<file path="src/hdl/ofd_pkg.sv">
// Shared types and constants for the observation frame deframer.
// Word layouts on both queue ports, the queue entry between front and back,
// status codes and field ids. No dependencies.
package ofd_pkg;

    localparam int unsigned MAX_AXES   = 64;
    localparam int unsigned HDR_BYTES  = 56;
    localparam int unsigned AXIS_BYTES = 24;
    localparam int unsigned Q_DEPTH    = 4;
    localparam int unsigned Q_PTR_W    = $clog2(Q_DEPTH);
    localparam int unsigned Q_CNT_W    = $clog2(Q_DEPTH + 1);

    localparam logic [7:0] MAGIC_FIRST_RST  = 8'd69;
    localparam logic [7:0] MAGIC_SECOND_RST = 8'd79;
    localparam logic [7:0] VERSION_RST      = 8'd1;
    localparam logic [7:0] KIND_RST         = 8'd1;

    typedef enum logic [1:0] {
        REG_MAGIC_FIRST  = 2'd0,
        REG_MAGIC_SECOND = 2'd1,
        REG_VERSION      = 2'd2,
        REG_KIND         = 2'd3
    } reg_index_t;

    typedef enum logic [2:0] {
        ST_OK          = 3'd0,
        ST_BAD_MAGIC   = 3'd1,
        ST_BAD_VERSION = 3'd2,
        ST_BAD_KIND    = 3'd3,
        ST_TOO_MANY    = 3'd4,
        ST_LEN_MISMATCH = 3'd5,
        ST_TRUNCATED   = 3'd6
    } status_t;

    typedef enum logic {
        PH_RECEIVING = 1'b0,
        PH_IGNORING  = 1'b1
    } phase_t;

    localparam logic [4:0] FID_VERSION     = 5'd0;
    localparam logic [4:0] FID_KIND        = 5'd1;
    localparam logic [4:0] FID_FRAME_LEN   = 5'd2;
    localparam logic [4:0] FID_AXIS_COUNT  = 5'd3;
    localparam logic [4:0] FID_FLAGS       = 5'd4;
    localparam logic [4:0] FID_WKC         = 5'd5;
    localparam logic [4:0] FID_PUBLISH     = 5'd6;
    localparam logic [4:0] FID_CYCLE       = 5'd7;
    localparam logic [4:0] FID_MONO_NS     = 5'd8;
    localparam logic [4:0] FID_DEADLINE_NS = 5'd9;
    localparam logic [4:0] FID_INTERVAL_NS = 5'd10;
    localparam logic [4:0] FID_ACT_POS     = 5'd11;
    localparam logic [4:0] FID_TGT_POS     = 5'd12;
    localparam logic [4:0] FID_ACT_VEL     = 5'd13;
    localparam logic [4:0] FID_ACT_TORQUE  = 5'd14;
    localparam logic [4:0] FID_STATUS_WORD = 5'd15;
    localparam logic [4:0] FID_CTRL_WORD   = 5'd16;
    localparam logic [4:0] FID_AXIS_FLAGS  = 5'd17;

    typedef struct packed {
        logic [7:0] data_byte;
        logic       buffer_end;
    } byte_word_t;

    typedef struct packed {
        logic        is_status;
        logic [4:0]  field_id;
        logic [5:0]  axis_num;
        logic [63:0] field_value;
        logic [2:0]  status_code;
        logic        last;
    } result_word_t;

    typedef struct packed {
        logic        has_field;
        logic [4:0]  field_id;
        logic [5:0]  axis_num;
        logic [63:0] field_value;
        logic        has_status;
        status_t     status_code;
    } event_t;

endpackage

</file>
<file path="src/hdl/ofd_front.sv">
// Front part of the deframer: configuration registers, byte tracking and checks.
// Turns each accepted byte into at most one event for the back queue.
// Depends on ofd_pkg.
module ofd_front (
    input  logic               clk,
    input  logic               rst_n,
    input  logic               accept,
    input  ofd_pkg::byte_word_t byte_word,
    input  logic               wr_en,
    input  logic [1:0]         wr_index,
    input  logic [7:0]         wr_data,
    output logic               ev_valid,
    output ofd_pkg::event_t    ev
);
    import ofd_pkg::*;

    logic [7:0]  magic_first_reg, magic_second_reg, version_reg, kind_reg;
    phase_t      phase_reg, phase_next;
    logic [15:0] pos_reg, pos_next;
    logic [15:0] len_reg, len_next;
    logic [4:0]  within_reg, within_next;
    logic [5:0]  axis_reg, axis_next;
    logic [63:0] acc_reg, acc_next;

    logic [7:0]  b;
    logic        fin;
    logic [15:0] axes;
    logic [21:0] len_calc;
    logic        frame_done;
    logic        fail;
    status_t     fail_code;
    logic        have;
    logic [4:0]  fid;
    logic [63:0] fval;
    logic        axis_field;
    logic [63:0] val2, val4;

    assign b    = byte_word.data_byte;
    assign fin  = byte_word.buffer_end;
    assign axes = acc_next[63:48];
    assign val2 = {48'd0, acc_next[63:48]};
    assign val4 = {32'd0, acc_next[63:32]};
    assign len_calc = 22'(HDR_BYTES) + {2'd0, axes, 4'd0} + {3'd0, axes, 3'd0};
    assign frame_done = (pos_reg >= 16'(HDR_BYTES - 1))
                        && ({1'b0, pos_reg} + 17'd1 == {1'b0, len_reg});

    always_comb
    begin
        acc_next   = {b, acc_reg[63:8]};
        fail       = 1'b0;
        fail_code  = ST_OK;
        have       = 1'b0;
        fid        = FID_VERSION;
        fval       = 64'd0;
        axis_field = 1'b0;
        if (pos_reg == 16'd0) begin
            if (b != magic_first_reg) begin
                fail = 1'b1; fail_code = ST_BAD_MAGIC;
            end
        end else if (pos_reg == 16'd1) begin
            if (b != magic_second_reg) begin
                fail = 1'b1; fail_code = ST_BAD_MAGIC;
            end
        end else if (pos_reg == 16'd2) begin
            if (b != version_reg) begin
                fail = 1'b1; fail_code = ST_BAD_VERSION;
            end else begin
                have = 1'b1; fid = FID_VERSION; fval = {56'd0, b};
            end
        end else if (pos_reg == 16'd3) begin
            if (b != kind_reg) begin
                fail = 1'b1; fail_code = ST_BAD_KIND;
            end else begin
                have = 1'b1; fid = FID_KIND; fval = {56'd0, b};
            end
        end else if (pos_reg == 16'd5) begin
            have = 1'b1; fid = FID_FRAME_LEN; fval = val2;
        end else if (pos_reg == 16'd7) begin
            if ({1'b0, axes} > 17'(MAX_AXES)) begin
                fail = 1'b1; fail_code = ST_TOO_MANY;
            end else if ({6'd0, len_reg} != len_calc) begin
                fail = 1'b1; fail_code = ST_LEN_MISMATCH;
            end else begin
                have = 1'b1; fid = FID_AXIS_COUNT; fval = val2;
            end
        end else if (pos_reg < 16'(HDR_BYTES)) begin
            case (pos_reg)
                16'd11: begin have = 1'b1; fid = FID_FLAGS;       fval = val4;     end
                16'd15: begin have = 1'b1; fid = FID_WKC;         fval = val4;     end
                16'd23: begin have = 1'b1; fid = FID_PUBLISH;     fval = acc_next; end
                16'd31: begin have = 1'b1; fid = FID_CYCLE;       fval = acc_next; end
                16'd39: begin have = 1'b1; fid = FID_MONO_NS;     fval = acc_next; end
                16'd47: begin have = 1'b1; fid = FID_DEADLINE_NS; fval = acc_next; end
                16'd55: begin have = 1'b1; fid = FID_INTERVAL_NS; fval = acc_next; end
                default: have = 1'b0;
            endcase
        end else begin
            axis_field = 1'b1;
            case (within_reg)
                5'd3:  begin have = 1'b1; fid = FID_ACT_POS;     fval = val4; end
                5'd7:  begin have = 1'b1; fid = FID_TGT_POS;     fval = val4; end
                5'd11: begin have = 1'b1; fid = FID_ACT_VEL;     fval = val4; end
                5'd15: begin have = 1'b1; fid = FID_ACT_TORQUE;  fval = val4; end
                5'd17: begin have = 1'b1; fid = FID_STATUS_WORD; fval = val2; end
                5'd19: begin have = 1'b1; fid = FID_CTRL_WORD;   fval = val2; end
                5'd23: begin have = 1'b1; fid = FID_AXIS_FLAGS;  fval = val4; end
                default: have = 1'b0;
            endcase
        end
    end

    // next phase
    always_comb
    begin
        phase_next = phase_reg;
        unique case (phase_reg)
            PH_RECEIVING:
                if (accept && !fin && (fail || frame_done))
                    phase_next = PH_IGNORING;
            PH_IGNORING:
                if (accept && fin)
                    phase_next = PH_RECEIVING;
            default: phase_next = PH_RECEIVING;
        endcase
    end

    // event and counters
    always_comb
    begin
        ev_valid       = 1'b0;
        ev.has_field   = 1'b0;
        ev.field_id    = fid;
        ev.axis_num    = axis_field ? axis_reg : 6'd0;
        ev.field_value = fval;
        ev.has_status  = 1'b0;
        ev.status_code = ST_OK;
        pos_next       = pos_reg;
        len_next       = len_reg;
        within_next    = within_reg;
        axis_next      = axis_reg;
        unique case (phase_reg)
            PH_RECEIVING:
            begin
                if (fail) begin
                    ev.has_status  = 1'b1;
                    ev.status_code = fail_code;
                end else begin
                    ev.has_field = have;
                    if (pos_reg == 16'd5)
                        len_next = axes;
                    if (frame_done) begin
                        ev.has_status  = 1'b1;
                        ev.status_code = ST_OK;
                    end else if (fin) begin
                        ev.has_status  = 1'b1;
                        ev.status_code = ST_TRUNCATED;
                    end else begin
                        pos_next = pos_reg + 16'd1;
                        if (pos_reg >= 16'(HDR_BYTES)) begin
                            if (within_reg == 5'(AXIS_BYTES - 1)) begin
                                within_next = 5'd0;
                                axis_next   = axis_reg + 6'd1;
                            end else begin
                                within_next = within_reg + 5'd1;
                            end
                        end
                    end
                end
                ev_valid = ev.has_field || ev.has_status;
                if (fin && (fail || frame_done || ev.has_status)) begin
                    pos_next    = 16'd0;
                    len_next    = 16'd0;
                    within_next = 5'd0;
                    axis_next   = 6'd0;
                end
            end
            PH_IGNORING:
            begin
                if (fin) begin
                    pos_next    = 16'd0;
                    len_next    = 16'd0;
                    within_next = 5'd0;
                    axis_next   = 6'd0;
                end
            end
            default: ev_valid = 1'b0;
        endcase
    end

    always_ff @(posedge clk or negedge rst_n)
    begin
        if (!rst_n) begin
            magic_first_reg  <= MAGIC_FIRST_RST;
            magic_second_reg <= MAGIC_SECOND_RST;
            version_reg      <= VERSION_RST;
            kind_reg         <= KIND_RST;
        end else if (wr_en) begin
            unique case (reg_index_t'(wr_index))
                REG_MAGIC_FIRST:  magic_first_reg  <= wr_data;
                REG_MAGIC_SECOND: magic_second_reg <= wr_data;
                REG_VERSION:      version_reg      <= wr_data;
                REG_KIND:         kind_reg         <= wr_data;
                default:          kind_reg         <= kind_reg;
            endcase
        end
    end

    always_ff @(posedge clk or negedge rst_n)
    begin
        if (!rst_n) begin
            phase_reg  <= PH_RECEIVING;
            pos_reg    <= 16'd0;
            len_reg    <= 16'd0;
            within_reg <= 5'd0;
            axis_reg   <= 6'd0;
        end else if (accept) begin
            phase_reg  <= phase_next;
            pos_reg    <= pos_next;
            len_reg    <= len_next;
            within_reg <= within_next;
            axis_reg   <= axis_next;
        end
    end

    always_ff @(posedge clk)
    begin
        if (accept && phase_reg == PH_RECEIVING)
            acc_reg <= acc_next;
    end

endmodule

</file>
<file path="src/hdl/ofd_back.sv">
// Back part of the deframer: event queue and result word expansion.
// Each event gives a field word, a status word, or both in that order.
// Depends on ofd_pkg.
module ofd_back (
    input  logic                  clk,
    input  logic                  rst_n,
    input  logic                  ev_push,
    input  ofd_pkg::event_t       ev,
    output logic                  full,
    output logic                  empty,
    input  logic                  pop,
    output ofd_pkg::result_word_t result_word
);
    import ofd_pkg::*;

    event_t               mem [Q_DEPTH];
    logic [Q_PTR_W-1:0]   wr_ptr_reg, rd_ptr_reg;
    logic [Q_CNT_W-1:0]   cnt_reg, cnt_next;
    logic                 sub_reg, sub_next;
    event_t               head;
    logic                 show_field;
    logic                 take;
    logic                 deq;

    assign head       = mem[rd_ptr_reg];
    assign full       = (cnt_reg == Q_CNT_W'(Q_DEPTH));
    assign empty      = (cnt_reg == '0);
    assign show_field = head.has_field && !sub_reg;
    assign take       = pop && !empty;
    assign deq        = take && !(show_field && head.has_status);

    always_comb
    begin
        if (show_field) begin
            result_word.is_status   = 1'b0;
            result_word.field_id    = head.field_id;
            result_word.axis_num    = head.axis_num;
            result_word.field_value = head.field_value;
            result_word.status_code = 3'(ST_OK);
            result_word.last        = 1'b0;
        end else begin
            result_word.is_status   = 1'b1;
            result_word.field_id    = 5'd0;
            result_word.axis_num    = 6'd0;
            result_word.field_value = 64'd0;
            result_word.status_code = head.status_code;
            result_word.last        = 1'b1;
        end
    end

    always_comb
    begin
        sub_next = sub_reg;
        if (take)
            sub_next = !deq;
        cnt_next = cnt_reg;
        if (ev_push && !deq)
            cnt_next = cnt_reg + Q_CNT_W'(1);
        else if (!ev_push && deq)
            cnt_next = cnt_reg - Q_CNT_W'(1);
    end

    always_ff @(posedge clk or negedge rst_n)
    begin
        if (!rst_n) begin
            wr_ptr_reg <= '0;
            rd_ptr_reg <= '0;
            cnt_reg    <= '0;
            sub_reg    <= 1'b0;
        end else begin
            cnt_reg <= cnt_next;
            sub_reg <= sub_next;
            if (ev_push)
                wr_ptr_reg <= wr_ptr_reg + Q_PTR_W'(1);
            if (deq)
                rd_ptr_reg <= rd_ptr_reg + Q_PTR_W'(1);
        end
    end

    always_ff @(posedge clk)
    begin
        if (ev_push)
            mem[wr_ptr_reg] <= ev;
    end

endmodule

</file>
<file path="src/hdl/observation_frame_deframer_core.sv">
// Top level of the observation frame deframer: front checker plus back queue.
// Depends on ofd_pkg, ofd_front and ofd_back.
//
//   port group      handshake          word
//   byte in         push / full        byte_word   (data_byte, buffer_end)
//   result out      pop / empty        result_word (field or status)
//   register write  wr_en              wr_index, wr_data
//
// One byte per clock is taken while full is low; each byte is handled in the cycle it enters.
// A frame's last byte yields two result words, each taken by its own pop.
// full rises only when the four-entry event queue is filled by a stalled consumer.
// Reset loads the register defaults and waits for the first byte of a frame.
module observation_frame_deframer_core (
    input  logic                  clk,
    input  logic                  rst_n,
    input  logic                  push,
    output logic                  full,
    input  ofd_pkg::byte_word_t   byte_word,
    output logic                  empty,
    input  logic                  pop,
    output ofd_pkg::result_word_t result_word,
    input  logic                  wr_en,
    input  logic [1:0]            wr_index,
    input  logic [7:0]            wr_data
);
    import ofd_pkg::*;

    logic   accept;
    logic   ev_valid;
    event_t ev;

    assign accept = push && !full;

    ofd_front u_front (
        .clk       (clk),
        .rst_n     (rst_n),
        .accept    (accept),
        .byte_word (byte_word),
        .wr_en     (wr_en),
        .wr_index  (wr_index),
        .wr_data   (wr_data),
        .ev_valid  (ev_valid),
        .ev        (ev)
    );

    ofd_back u_back (
        .clk         (clk),
        .rst_n       (rst_n),
        .ev_push     (accept && ev_valid),
        .ev          (ev),
        .full        (full),
        .empty       (empty),
        .pop         (pop),
        .result_word (result_word)
    );

endmodule

</file>
<file path="config.mk">
export PLATFORM = sky130hd
export DESIGN_NAME = observation_frame_deframer_core
export DESIGN_NICKNAME = d
export VERILOG_FILES = /design/src/hdl/ofd_pkg.sv /design/src/hdl/ofd_front.sv /design/src/hdl/ofd_back.sv /design/src/hdl/observation_frame_deframer_core.sv
export SDC_FILE = /design/constraint.sdc
export NUM_CORES = 1
export LEC_CHECK = 0
export BUFFER_PORTS_ARGS = -buffer_cell sky130_fd_sc_hd__buf_2
export CORE_UTILIZATION = 50
export CTS_CLUSTER_DIAMETER = 40
export CTS_CLUSTER_SIZE = 28
export DETAILED_ROUTE_END_ITERATION = 10
export PLACE_DENSITY = 0.67
export SLEW_MARGIN = 20
export SYNTH_ARGS = -nofsm -noshare
export SYNTH_HDL_FRONTEND = slang
export SYNTH_HIERARCHICAL = 1
export SYNTH_SLANG_ARGS = --single-unit
</file>
<file path="constraint.sdc">
create_clock -name clk -period 15.9 [get_ports clk]
set_clock_uncertainty 0.15 [all_clocks]
set_input_delay 1.59 -clock clk [delete_from_list [all_inputs] [get_ports clk]]
set_output_delay 1.59 -clock clk [all_outputs]
set_load 0.02 [all_outputs]
</file>
==> reports/metrics.csv, run 1 <==
metric;value;unit
max-cap viol count;0;
peak supply drop;0.0912;mV
Worst-path clk slew;0.06;ns
Leak;8.80;nW
GRT Total Usage;24.0;%
first-pass GRT wire length;78.2;mm
final wirelength;51.6;mm
Mapped Cells;1453;
Seq/Total Area, Yosys;62.6;%
Final Max Slew Viols;0;
Die Ht;209;µm
total die area;43600;µm²
post-synthesis net count;1533;
final setup fails;0;
DR iter-0 viols;1009;
share of cells above drive strength 1;24.5;%
via count;13000;
core area;42100;µm²
setup tns final;0;ns
antenna violations before repair;2;
min cycle time layout;6.56;ns
f_max;152;MHz
post-CTS setup buffers;0;
Slew @ Worst Pin;1.09;ns
Metal-1 WL;22.9;mm
Synth Area per Inst;14.7;µm²
largest net degree at the start of global routing;64;
met3 wire length;3.30;mm
Via-to-Cell Ratio;6.04;
CP Launch Type;input pin;
clk root buf;clkbuf_16;
effective utilization at floorplan;50.8;%
Crit Path Max Fanout;54;
DR WL met2;24.1;mm
EDFF count, synth;376;
number of global-route vias before repair;12600;
Highest Signal Layer;met5;
Main synth FF type;edfxtp_1;
DRC errors left;0;
endpoints failing hold;0;
status;finished clean;
num rows;75;
DRT Pass-1 Iters;5;
Synth cell types;86;
Ports;106;
hold-fix buffers at CTS;0;
DIE WIDTH;209;µm
Critical R2R Launch;u_front/acc_reg[58];
CTS tree;done;
post_cts resized;0;
Critical Setup Path Class;in -> reg;
area delta synth->final;14.3;%
mapped cell area;21400;µm²
Data required, critical path;16.01;ns
Pwr Density;164;nW/µm²
ANT nets after route;0;
crit end category;flop;
Yosys warning count;6;
IO buf count;105;
global route overflow;0;
critical path launch point;byte_word[4];
FF+latch count, synth;460;
Worst Hold Launch;u_front/acc_reg[31];
Final Wtd Congestion;0.911;
ys async rst share;18.3;%
Final Power;0.00402;W
hold crit path type;reg -> reg;
DP HPWL;34.9;mm
Clk Latency, worst-skew pair;0.63;ns
RSZ-0062 raised after global routing;no;
post-DR wirelength/cell;24.0;µm
CTS H-tree depth;2;
Slew HR;26.9;%
Clock Sinks;460;
max reg flops;320;
TritonCTS buffer count;59;
CP Data Arrival Time;6.67;ns
crit share post-route;41.3;%
CTS Buffer Depth;3;
Final #Nets;1636;
[synthesized netlist by cell type, drive strengths merged, types with 4 or more instances]
cell type	number	area, µm²
nand2	76	288
and4	4	35.0
o21ai	62	310
mux2	36	409
o31ai	24	185
inv	39	146
buf	31	206
a221oi	8	70.1
and2	109	682
a21oi	40	211
nor3	15	91.3
o211ai	8	60.1
o221ai	6	52.6
dfstp	10	263
o21a	6	45.0
mux4	79	1780
ha	55	688
xor2	19	166
a2111oi	4	35.0
o31a	5	43.8
a21o	5	37.5
a211oi	4	30.0
o22ai	6	50.0
xnor2	62	543
a22oi	12	95.1
a22o	18	158
nand4	20	125
edfxtp	376	11300
or3	4	25.0
nor3b	5	37.5
or2	10	65.1
o41ai	8	70.1
nor4	23	150
clkbuf	53	208
mux2i	7	73.8
dfrtp	74	1850
a31oi	5	31.3
nand3b	4	30.0
nor2b	6	37.5
and3	7	45.1
nand2b	6	37.5
nor2	40	158
nand3	29	150
[placed cells by master, fill, tap and decap left out, types with 8 or more instances in the layout]
cell        instances
nand2_1            75
nand3_1            28
o21ai_0            59
nor2_1             39
buf_2             104
xnor2_1            62
mux2_2             35
dfrtp_1            72
nand4_1            20
dfstp_2            10
a21oi_1            39
nor4_1             17
buf_4              21
o211ai_1            8
o31ai_1            23
ha_1               55
edfxtp_1          376
a221oi_1            8
mux4_2             79
xor2_1             19
inv_1              39
nor3_1             12
clkbuf_16          59
and2_1            105
a22o_1             18
o41ai_1             8
inv_8               9
a22oi_1            11
clkinvlp_4         10
[critical path, cell delays in order]
cell and delay (ns):
buf_2 0.28, inv_1 0.16, ha_1 0.31, ha_1 0.43, xnor2_1 0.33, nor3_1 0.10
or4_1 0.40, a2111o_1 0.30, nor4_2 0.18, o2111a_2 0.33, and3_2 0.27, o21a_1 0.25
or2_1 0.14, and3b_1 0.33, and2_4 0.47, buf_4 0.70
[routing by layer]
layer | global-route usage [%] | vias up
li1 | - | 5810
met2 | 37.4 | 476
met5 | 0 | -
met3 | 3.94 | 88
met1 | 34.9 | 6580
met4 | 7.30 | 2
[where the power goes]
| part | switching [W] | internal, W |
|---|---|---|
| combinational | 0.000634 | 0.000470 |
| sequential | 0.000128 | 0.00147 |
| clock | 0.000557 | 0.000761 |
[cell families (layout without fill, tap and decap cells)]
kind of cell | Yosys count | count (layout) | synth area share (%)
DFF | 460 | 460 | 62.6
and+or+nand+nor | 365 | 365 | 9.43
AOI/OAI and AO/OA | 245 | 245 | 8.10
buffers and inverters | 123 | 276 | 2.62
muxes | 122 | 122 | 10.6
xor gates and xnor gates | 81 | 81 | 3.31
adders and majority gates | 57 | 57 | 3.35
other | 0 | 1 | 0
[worst paths after layout]
| kind | slack (ns) | endpoint | cells past startpoint |
|---|---|---|---|
| worst max-delay path | 9.34 | u_back/mem[0][39] | 16 |
| worst min-delay path | 0.27 | u_front/acc_reg[23] | 0 |
| worst max register to register | 9.87 | u_back/mem[0][39] | 16 |
| worst min register to register | 0.27 | u_front/acc_reg[23] | 0 |
| max in group asynchronous | 13.66 | u_front/version_reg[6] | 2 |
| min in group asynchronous | 0.74 | u_back/rd_ptr_reg[0] | 1 |
[cell type report]
class	instances	area, µm²
multi-input combinational	870	7510
tap	539	674
inverter	39	146
antenna	1	2.50
clock inverter	47	518
fill	3267	17700
sequential	460	13400
clock buffer	64	1510
timing repair buffer	126	689
[through the flow]
stage / hold WS [ns] / setup WS (ns) / cells / instance area, µm² / util [%]
2_1_floorplan: 0.277 / 8.52 / 1453 / 21400 / -
3_3_place_gp: 0.282 / 8.78 / 2033 / 22400 / 53.1
3_5_place_dp: 0.290 / 8.74 / 2033 / 22400 / 53.1
4_1_cts: 0.266 / 9.41 / 2144 / 24400 / 57.9
5_1_grt: 0.288 / 9.08 / 2145 / 24500 / 58.0
6_report: 0.272 / 9.34 / 2146 / 24500 / 58.1
(Power assumes the default switching activity.)
==> inputs of run 2 (changes only) <==
==> constraint.sdc (replaced) <==
create_clock -name clk -period 6.6 [get_ports clk]
set_clock_uncertainty 0.15 [all_clocks]
set_input_delay 0.66 -clock clk [delete_from_list [all_inputs] [get_ports clk]]
set_output_delay 0.66 -clock clk [all_outputs]
set_load 0.02 [all_outputs]
==> run 2 against run 1 <==
Net effect:
- worst setup slack worse by 8.3 ns
- final area is 0.98% higher
- total power is 140% higher
- die area stayed put
- global-route usage is 0.33 points higher
- worst hold slack worse by 0.096 ns
- critical path type is now reg -> reg
- critical endpoint is now u_back/cnt_reg[1]
- largest power group unchanged
==> reports/metrics.csv, run 2 (synthesis gave the netlist of run 1 again) <==
metric;value;unit;change
status;finished clean;;unchanged
Critical Setup Path Class;reg -> reg;;was in -> reg
DRT Pass-1 Iters;5;;unchanged
max reg flops;320;;unchanged
DIE WIDTH;209;µm;unchanged
post-DR wirelength/cell;24.2;µm;was 24.0 µm
effective utilization at floorplan;50.8;%;unchanged
clk root buf;clkbuf_16;;unchanged
CTS Buffer Depth;3;;unchanged
peak supply drop;0.237;mV;was 0.0912 mV
ANT nets after route;0;;unchanged
Slew @ Worst Pin;1.24;ns;was 1.09 ns
Die Ht;209;µm;unchanged
hold endpoint;u_front/kind_reg[7];;was u_front/acc_reg[23]
IO buf count;105;;unchanged
Setup WS pre-CTS;0.806;ns;was 8.74 ns
crit end category;flop;;unchanged
DP HPWL;35.2;mm;was 34.9 mm
post_cts resized;0;;unchanged
Sw Share;33.0;%;was 32.8%
number of global-route vias before repair;12900;;was 12600
Worst Hold Launch;wr_data[7];;was u_front/acc_reg[31]
CP Launch Type;flop;;was input pin
area delta synth->final;15.4;%;was 14.3%
sequential share of power;39.1;%;was 39.8%
final setup fails;0;;unchanged
RR Endpoint;u_back/cnt_reg[1];;was u_back/mem[0][39]
setup ws final;1.05;ns;was 9.34 ns
CP Data Arrival Time;5.89;ns;was 6.67 ns
Via-to-Cell Ratio;6.10;;was 6.04
most common cell after layout, fill and taps aside;edfxtp_1;;unchanged
first-pass GRT wire length;79.3;mm;was 78.2 mm
Clock Sinks;460;;unchanged
Int Pwr;0.00657;W;was 0.00270 W
global route overflow;0;;unchanged
share of cells above drive strength 1;25.2;%;was 24.5%
Crit Path Max Fanout;9;;was 54
combinational fraction of design power;27.1;%;was 27.4%
commonest non-fill, non-tap cells in the layout;edfxtp_1, and2_1, buf_2;;unchanged
Worst-path clk slew;0.06;ns;about the same
RSZ-0062 raised after global routing;no;;unchanged
f_max;180;MHz;
min cycle time layout;5.55;ns;
Hold Path Stages;2;;was 0
Final Wtd Congestion;0.939;;was 0.911
DR iter-0 viols;1104;;was 1009
hold crit path type;in -> reg;;was reg -> reg
max-cap viol count;0;;unchanged
Data required, critical path;6.94;ns;was 16.01 ns
clock network fraction of design power;33.8;%;was 32.7%
final wirelength;52.1;mm;was 51.6 mm
Final Max Slew Viols;0;;unchanged
CTS tree;done;;unchanged
DRC errors left;0;;unchanged
setup tns final;0;ns;unchanged
R2R setup slack;1.05;ns;was 9.87 ns
endpoints failing hold;0;;unchanged
Final #Nets;1643;;was 1636
largest net degree at the start of global routing;81;;was 64
antenna violations before repair;1;;was 2
Critical R2R Launch;u_front/acc_reg[57];;was u_front/acc_reg[58]
Ports;106;;unchanged
Pwr Density;397;nW/µm²;was 164 nW/µm²
GRT Total Usage;24.3;%;was 24.0%
Clk Latency, worst-skew pair;0.61;ns;was 0.63 ns
total die area;43600;µm²;unchanged
via count;13100;;was 13000
TritonCTS buffer count;60;;was 59
num rows;75;;unchanged
Slew HR;16.8;%;was 26.9%
CTS H-tree depth;2;;unchanged
core area;42100;µm²;unchanged
net switching component of the power;0.00324;W;was 0.00132 W
Leak;8.95;nW;was 8.80 nW
worst-case reg-to-reg path depth;18;;was 16
crit share post-route;84.1;%;
run 2: worst max-delay path, cell delays in order (launching register included):
cell	delay, ns
edfxtp_1	0.48
inv_1	0.22
ha_1	0.33
inv_1	0.04
ha_1	0.30
a211oi_1	0.45
o21ai_0	0.29
xnor2_1	0.20
a2111o_1	0.41
nor4_2	0.14
o2111a_2	0.31
a41oi_4	0.20
o31a_1	0.38
or2_1	0.23
and3b_1	0.27
ha_1	0.27
inv_1	0.08
fa_1	0.40
mux2_2	0.26
run 2: worst max path at each step:
stage / start / end / slack (ns) / cells after the start
3_5_place_dp: byte_word[3] / u_back/cnt_reg[1] / 0.81 / 18
2_1_floorplan: byte_word[3] / u_back/mem[0][0] / 0.15 / 16
5_1_grt: u_front/acc_reg[57] / u_back/cnt_reg[2] / 0.80 / 20
6_report: u_front/acc_reg[57] / u_back/cnt_reg[1] / 1.05 / 18
4_1_cts: u_front/acc_reg[57] / u_back/cnt_reg[1] / 1.13 / 18
3_3_place_gp: byte_word[3] / u_back/cnt_reg[1] / 0.90 / 18
run 2: what timing repair did:
action                                  4_1_cts  5_1_grt
setup buffers                                 0        0
endpoints found under the hold margin        33        0
endpoints found under the setup margin        0        0
hold buffers                                  1        0
run 2: layout make-up:
| type | count | area (µm²) |
|---|---|---|
| fill | 3230 | 17400 |
| sequential | 460 | 13400 |
| multi-input combinational | 870 | 7510 |
| clock buffer | 62 | 1510 |
| timing repair buffer | 132 | 828 |
| tap | 539 | 674 |
| clock inverter | 51 | 614 |
| inverter | 39 | 146 |
| antenna | 1 | 2.50 |
run 2: metal layers:
layer	up-vias	GRT usage, %	wire, µm
met5	-	0	0
met4	0	7.07	1320
met3	95	4.81	3860
met2	484	37.7	24500
met1	6719	35.1	22500
li1	5842	-	-
run 2: power groups by stage:
stage | combinational [W] | clock (W) | sequential (W)
4_1_cts | 0.00270 | 0.00337 | 0.00384
6_report | 0.00266 | 0.00331 | 0.00383
2_1_floorplan | 0.00204 | 0 | 0.00373
5_1_grt | 0.00287 | 0.00349 | 0.00388
3_3_place_gp | 0.00267 | 0 | 0.00388
3_5_place_dp | 0.00268 | 0 | 0.00389
run 2: through the flow:
| stage | std cells | hold slack, ns | power [W] | instance area [µm²] | util, % |
|---|---|---|---|---|---|
| final | 2154 | 0.176 | 0.00980 | 24700 | 58.6 |
| after CTS | 2152 | 0.146 | 0.00991 | 24700 | 58.6 |
| after global placement | 2038 | 0.278 | 0.00656 | 22500 | 53.4 |
| after global routing | 2153 | 0.174 | 0.0102 | 24700 | 58.6 |
| after floorplan | 1453 | 0.214 | 0.00577 | 21400 | - |
| after detailed placement | 2038 | 0.285 | 0.00658 | 22500 | 53.5 |
==> inputs of run 3 (changes only) <==
--- a/config.mk
+++ b/config.mk
@@ -5,6 +5,7 @@
 export SDC_FILE = /design/constraint.sdc
 export NUM_CORES = 1
 export LEC_CHECK = 0
+export ABC_AREA = 1
 export BUFFER_PORTS_ARGS = -buffer_cell sky130_fd_sc_hd__buf_2
 export CORE_UTILIZATION = 50
 export CTS_CLUSTER_DIAMETER = 40
==> constraint.sdc (replaced) <==
create_clock -name clk -period 5.6 [get_ports clk]
set_clock_uncertainty 0.15 [all_clocks]
set_input_delay 0.56 -clock clk [delete_from_list [all_inputs] [get_ports clk]]
set_output_delay 0.56 -clock clk [all_outputs]
set_load 0.02 [all_outputs]
==> run 3 against run 2 <==
Net effect:
- final area increased by 7.1%
- worst hold slack lost 0.053 ns
- sequential cell count unchanged
- largest power group unchanged
- first-iteration DRC count increased by 76%
- die area grew 7.2%
- wire length up 20%
- via count grew 37%
- synthesized cell count is 66% higher
- core utilization fell by 0.33 points
- count of clock-buffer cells in the layout is 13 higher
- critical path depth is 7 higher
- highest routed layer unchanged
- total power grew 34%
==> reports/metrics.csv, run 3 <==
metric;value;unit;change
status;finished clean;;unchanged
dpl cell area;24200;µm²;was 22500 µm²
num rows;78;;was 75
Critical R2R Launch;u_front/acc_reg[59];;was u_front/acc_reg[57]
share of cells above drive strength 1;13.6;%;was 25.2%
DP HPWL;41.9;mm;was 35.2 mm
final setup fails;0;;unchanged
Final Wtd Congestion;0.960;;was 0.939
Die Ht;216;µm;was 209 µm
f_max;203;MHz;was 180 MHz
R2R setup slack;0.66;ns;was 1.05 ns
Critical Setup Path Class;reg -> reg;;unchanged
global route overflow;0;;unchanged
final wirelength;62.4;mm;was 52.1 mm
Slew @ Worst Pin;1.06;ns;was 1.24 ns
ys async rst share;18.3;%;unchanged
worst-case reg-to-reg path depth;25;;was 18
setup tns final;0;ns;unchanged
EDFF count, synth;376;;unchanged
Leak;10.8;nW;was 8.95 nW
most instantiated library cell after synthesis;nor2_1;;was edfxtp_1
Synth Area per Inst;9.51;µm²;was 14.7 µm²
largest net degree at the start of global routing;94;;was 81
Pwr Density;497;nW/µm²;was 397 nW/µm²
Critical Path Sink;u_back/mem[3][75];;was u_back/cnt_reg[1]
setup ws final;0.663;ns;was 1.05 ns
n_diodes;0;;was 1
FF+latch count, synth;460;;unchanged
most common cell after layout, fill and taps aside;nor2_1;;was edfxtp_1
Final #Nets;2608;;was 1643
Highest Signal Layer;met4;;unchanged
core area;45400;µm²;was 42100 µm²
min cycle time layout;4.94;ns;was 5.55 ns
critical path launch point;u_front/acc_reg[59];;was u_front/acc_reg[57]
RR Endpoint;u_back/mem[3][75];;was u_back/cnt_reg[1]
area delta synth->final;15.2;%;was 15.4%
Mapped Cells;2416;;was 1453
DRT Pass-1 Iters;6;;was 5
TritonCTS buffer count;66;;was 60
via count;17900;;was 13100
ANT nets after route;0;;unchanged
DR WL met2;29.1;mm;was 24.5 mm
Main synth FF type;edfxtp_1;;unchanged
met3 wire length;4.72;mm;was 3.86 mm
crit share post-route;88.2;%;was 84.1%
peak supply drop;0.532;mV;was 0.237 mV
CP Launch Type;flop;;unchanged
Final Max Slew Viols;0;;unchanged
CTS H-tree depth;3;;was 2
Crit Path Max Fanout;18;;was 9
Clk Latency, worst-skew pair;0.60;ns;was 0.61 ns
Data required, critical path;5.73;ns;was 6.94 ns
endpoints failing hold;0;;unchanged
max reg flops;320;;unchanged
Yosys warning count;6;;unchanged
final instance area;26500;µm²;was 24700 µm²
max-cap viol count;0;;unchanged
post-synthesis net count;2496;;was 1533
Synth cell types;61;;was 86
mapped cell area;23000;µm²;was 21400 µm²
hold crit path type;in -> reg;;unchanged
RSZ-0062 raised after global routing;no;;unchanged
Via-to-Cell Ratio;5.64;;was 6.10
CP Data Arrival Time;5.06;ns;was 5.89 ns
first-pass GRT wire length;96.8;mm;was 79.3 mm
clk root buf;clkbuf_16;;unchanged
Setup WS pre-CTS;0.502;ns;was 0.806 ns
post-DR wirelength/cell;19.6;µm;was 24.2 µm
crit end category;flop;;unchanged
CTS tree;done;;unchanged
Ports;106;;unchanged
effective utilization at floorplan;50.6;%;was 50.8%
total die area;46800;µm²;was 43600 µm²
Post-synth top cells;nor2_1, nand2_1, edfxtp_1;;was edfxtp_1, and2_1, mux4_2
commonest non-fill, non-tap cells in the layout;nor2_1, nand2_1, edfxtp_1;;was edfxtp_1, and2_1, buf_2
DRC errors left;0;;unchanged
Top cell by count, worst path;nand2_1;;
antenna violations before repair;0;;was 1
post-CTS setup buffers;0;;unchanged
Yosys top cell by area;edfxtp_1;;unchanged
Clock Sinks;460;;unchanged
GRT Total Usage;26.8;%;was 24.3%
number of global-route vias before repair;17100;;was 12900
Slew HR;29.1;%;was 16.8%
Seq/Total Area, Yosys;58.4;%;was 62.6%
DIE WIDTH;216;µm;was 209 µm
final core occ;58.3;%;was 58.6%
Critical-path top delay cell;edfxtp_1;;unchanged
Metal-1 WL;26.7;mm;was 22.5 mm
post-synth top area share;49.2;%;was 52.7%
Worst-path clk slew;0.05;ns;was 0.06 ns
DR iter-0 viols;1942;;was 1104
CTS Buffer Depth;3;;unchanged
slowest stage delay, CP;0.54;ns;was 0.48 ns
largest cells by area after synthesis;edfxtp_1, dfrtp_1, nor2_1;;was edfxtp_1, dfrtp_1, mux4_2
IO buf count;105;;unchanged
run 3: worst min path at each step:
stage	from	endpoint	slack [ns]	cells past startpoint
3_3_place_gp	u_front/acc_reg[43]	u_front/acc_reg[35]	0.28	0
2_1_floorplan	rst_n	u_back/cnt_reg[0]	0.11	0
6_report	wr_data[2]	u_front/magic_first_reg[2]	0.12	3
4_1_cts	wr_data[2]	u_front/magic_first_reg[2]	0.1	3
5_1_grt	wr_data[2]	u_front/magic_second_reg[2]	0.13	3
3_5_place_dp	u_front/acc_reg[27]	u_front/acc_reg[19]	0.29	0
run 3: cell families after synthesis:
kind of cell / after synthesis / share of synthesized area (%)
multiplexers: 1 / 0.0490
flip-flops: 460 / 58.4
AND/OR/NAND/NOR: 1073 / 19.7
buffers and inverters: 326 / 5.89
XOR/XNOR: 47 / 1.91
adder cells (fa/ha/maj): 56 / 3.08
AO/OA/AOI/OAI: 453 / 11.0
run 3: routing by layer:
metal  global-route usage, %  up-vias
li1                        -     8472
met1                    37.3     8586
met2                    42.4      740
met4                    8.94        0
met3                    4.87      140
met5                       0        -
run 3: area by class of cell:
class | count | area [µm²]
fill | 3820 | 18900
sequential | 460 | 13400
multi-input combinational | 1630 | 8230
clock buffer | 75 | 1790
timing repair buffer | 154 | 973
inverter | 216 | 818
tap | 600 | 751
clock inverter | 45 | 475
run 3: metrics by stage:
stage	cells	total power, W	hold WS (ns)
after floorplan	2416	0.00768	0.114
after global placement	3059	0.00893	0.278
after detailed placement	3059	0.00900	0.286
after CTS	3180	0.0132	0.0975
after global routing	3180	0.0139	0.129
final	3180	0.0132	0.123
run 3: where the power goes:
part | internal (W) | total [W] | switching, W
registers | 0.00431 | 0.00470 | 0.000394
logic | 0.00128 | 0.00428 | 0.00300
clock network | 0.00256 | 0.00418 | 0.00163
total | 0.00814 | 0.0132 | 0.00502
run 3: worst max-delay path, delay by kind of cell, from the launching register on:
family	cells	cell delay [ns]
adder cells (fa/ha/maj)	2	0.70
buffers and inverters	5	1.03
flip-flops	1	0.54
AND/OR/NAND/NOR	18	2.19
run 3: repair_timing:
action	in CTS	in global routing
resized for setup	0	0
endpoints found under the hold margin	22	0
hold buffers	1	0
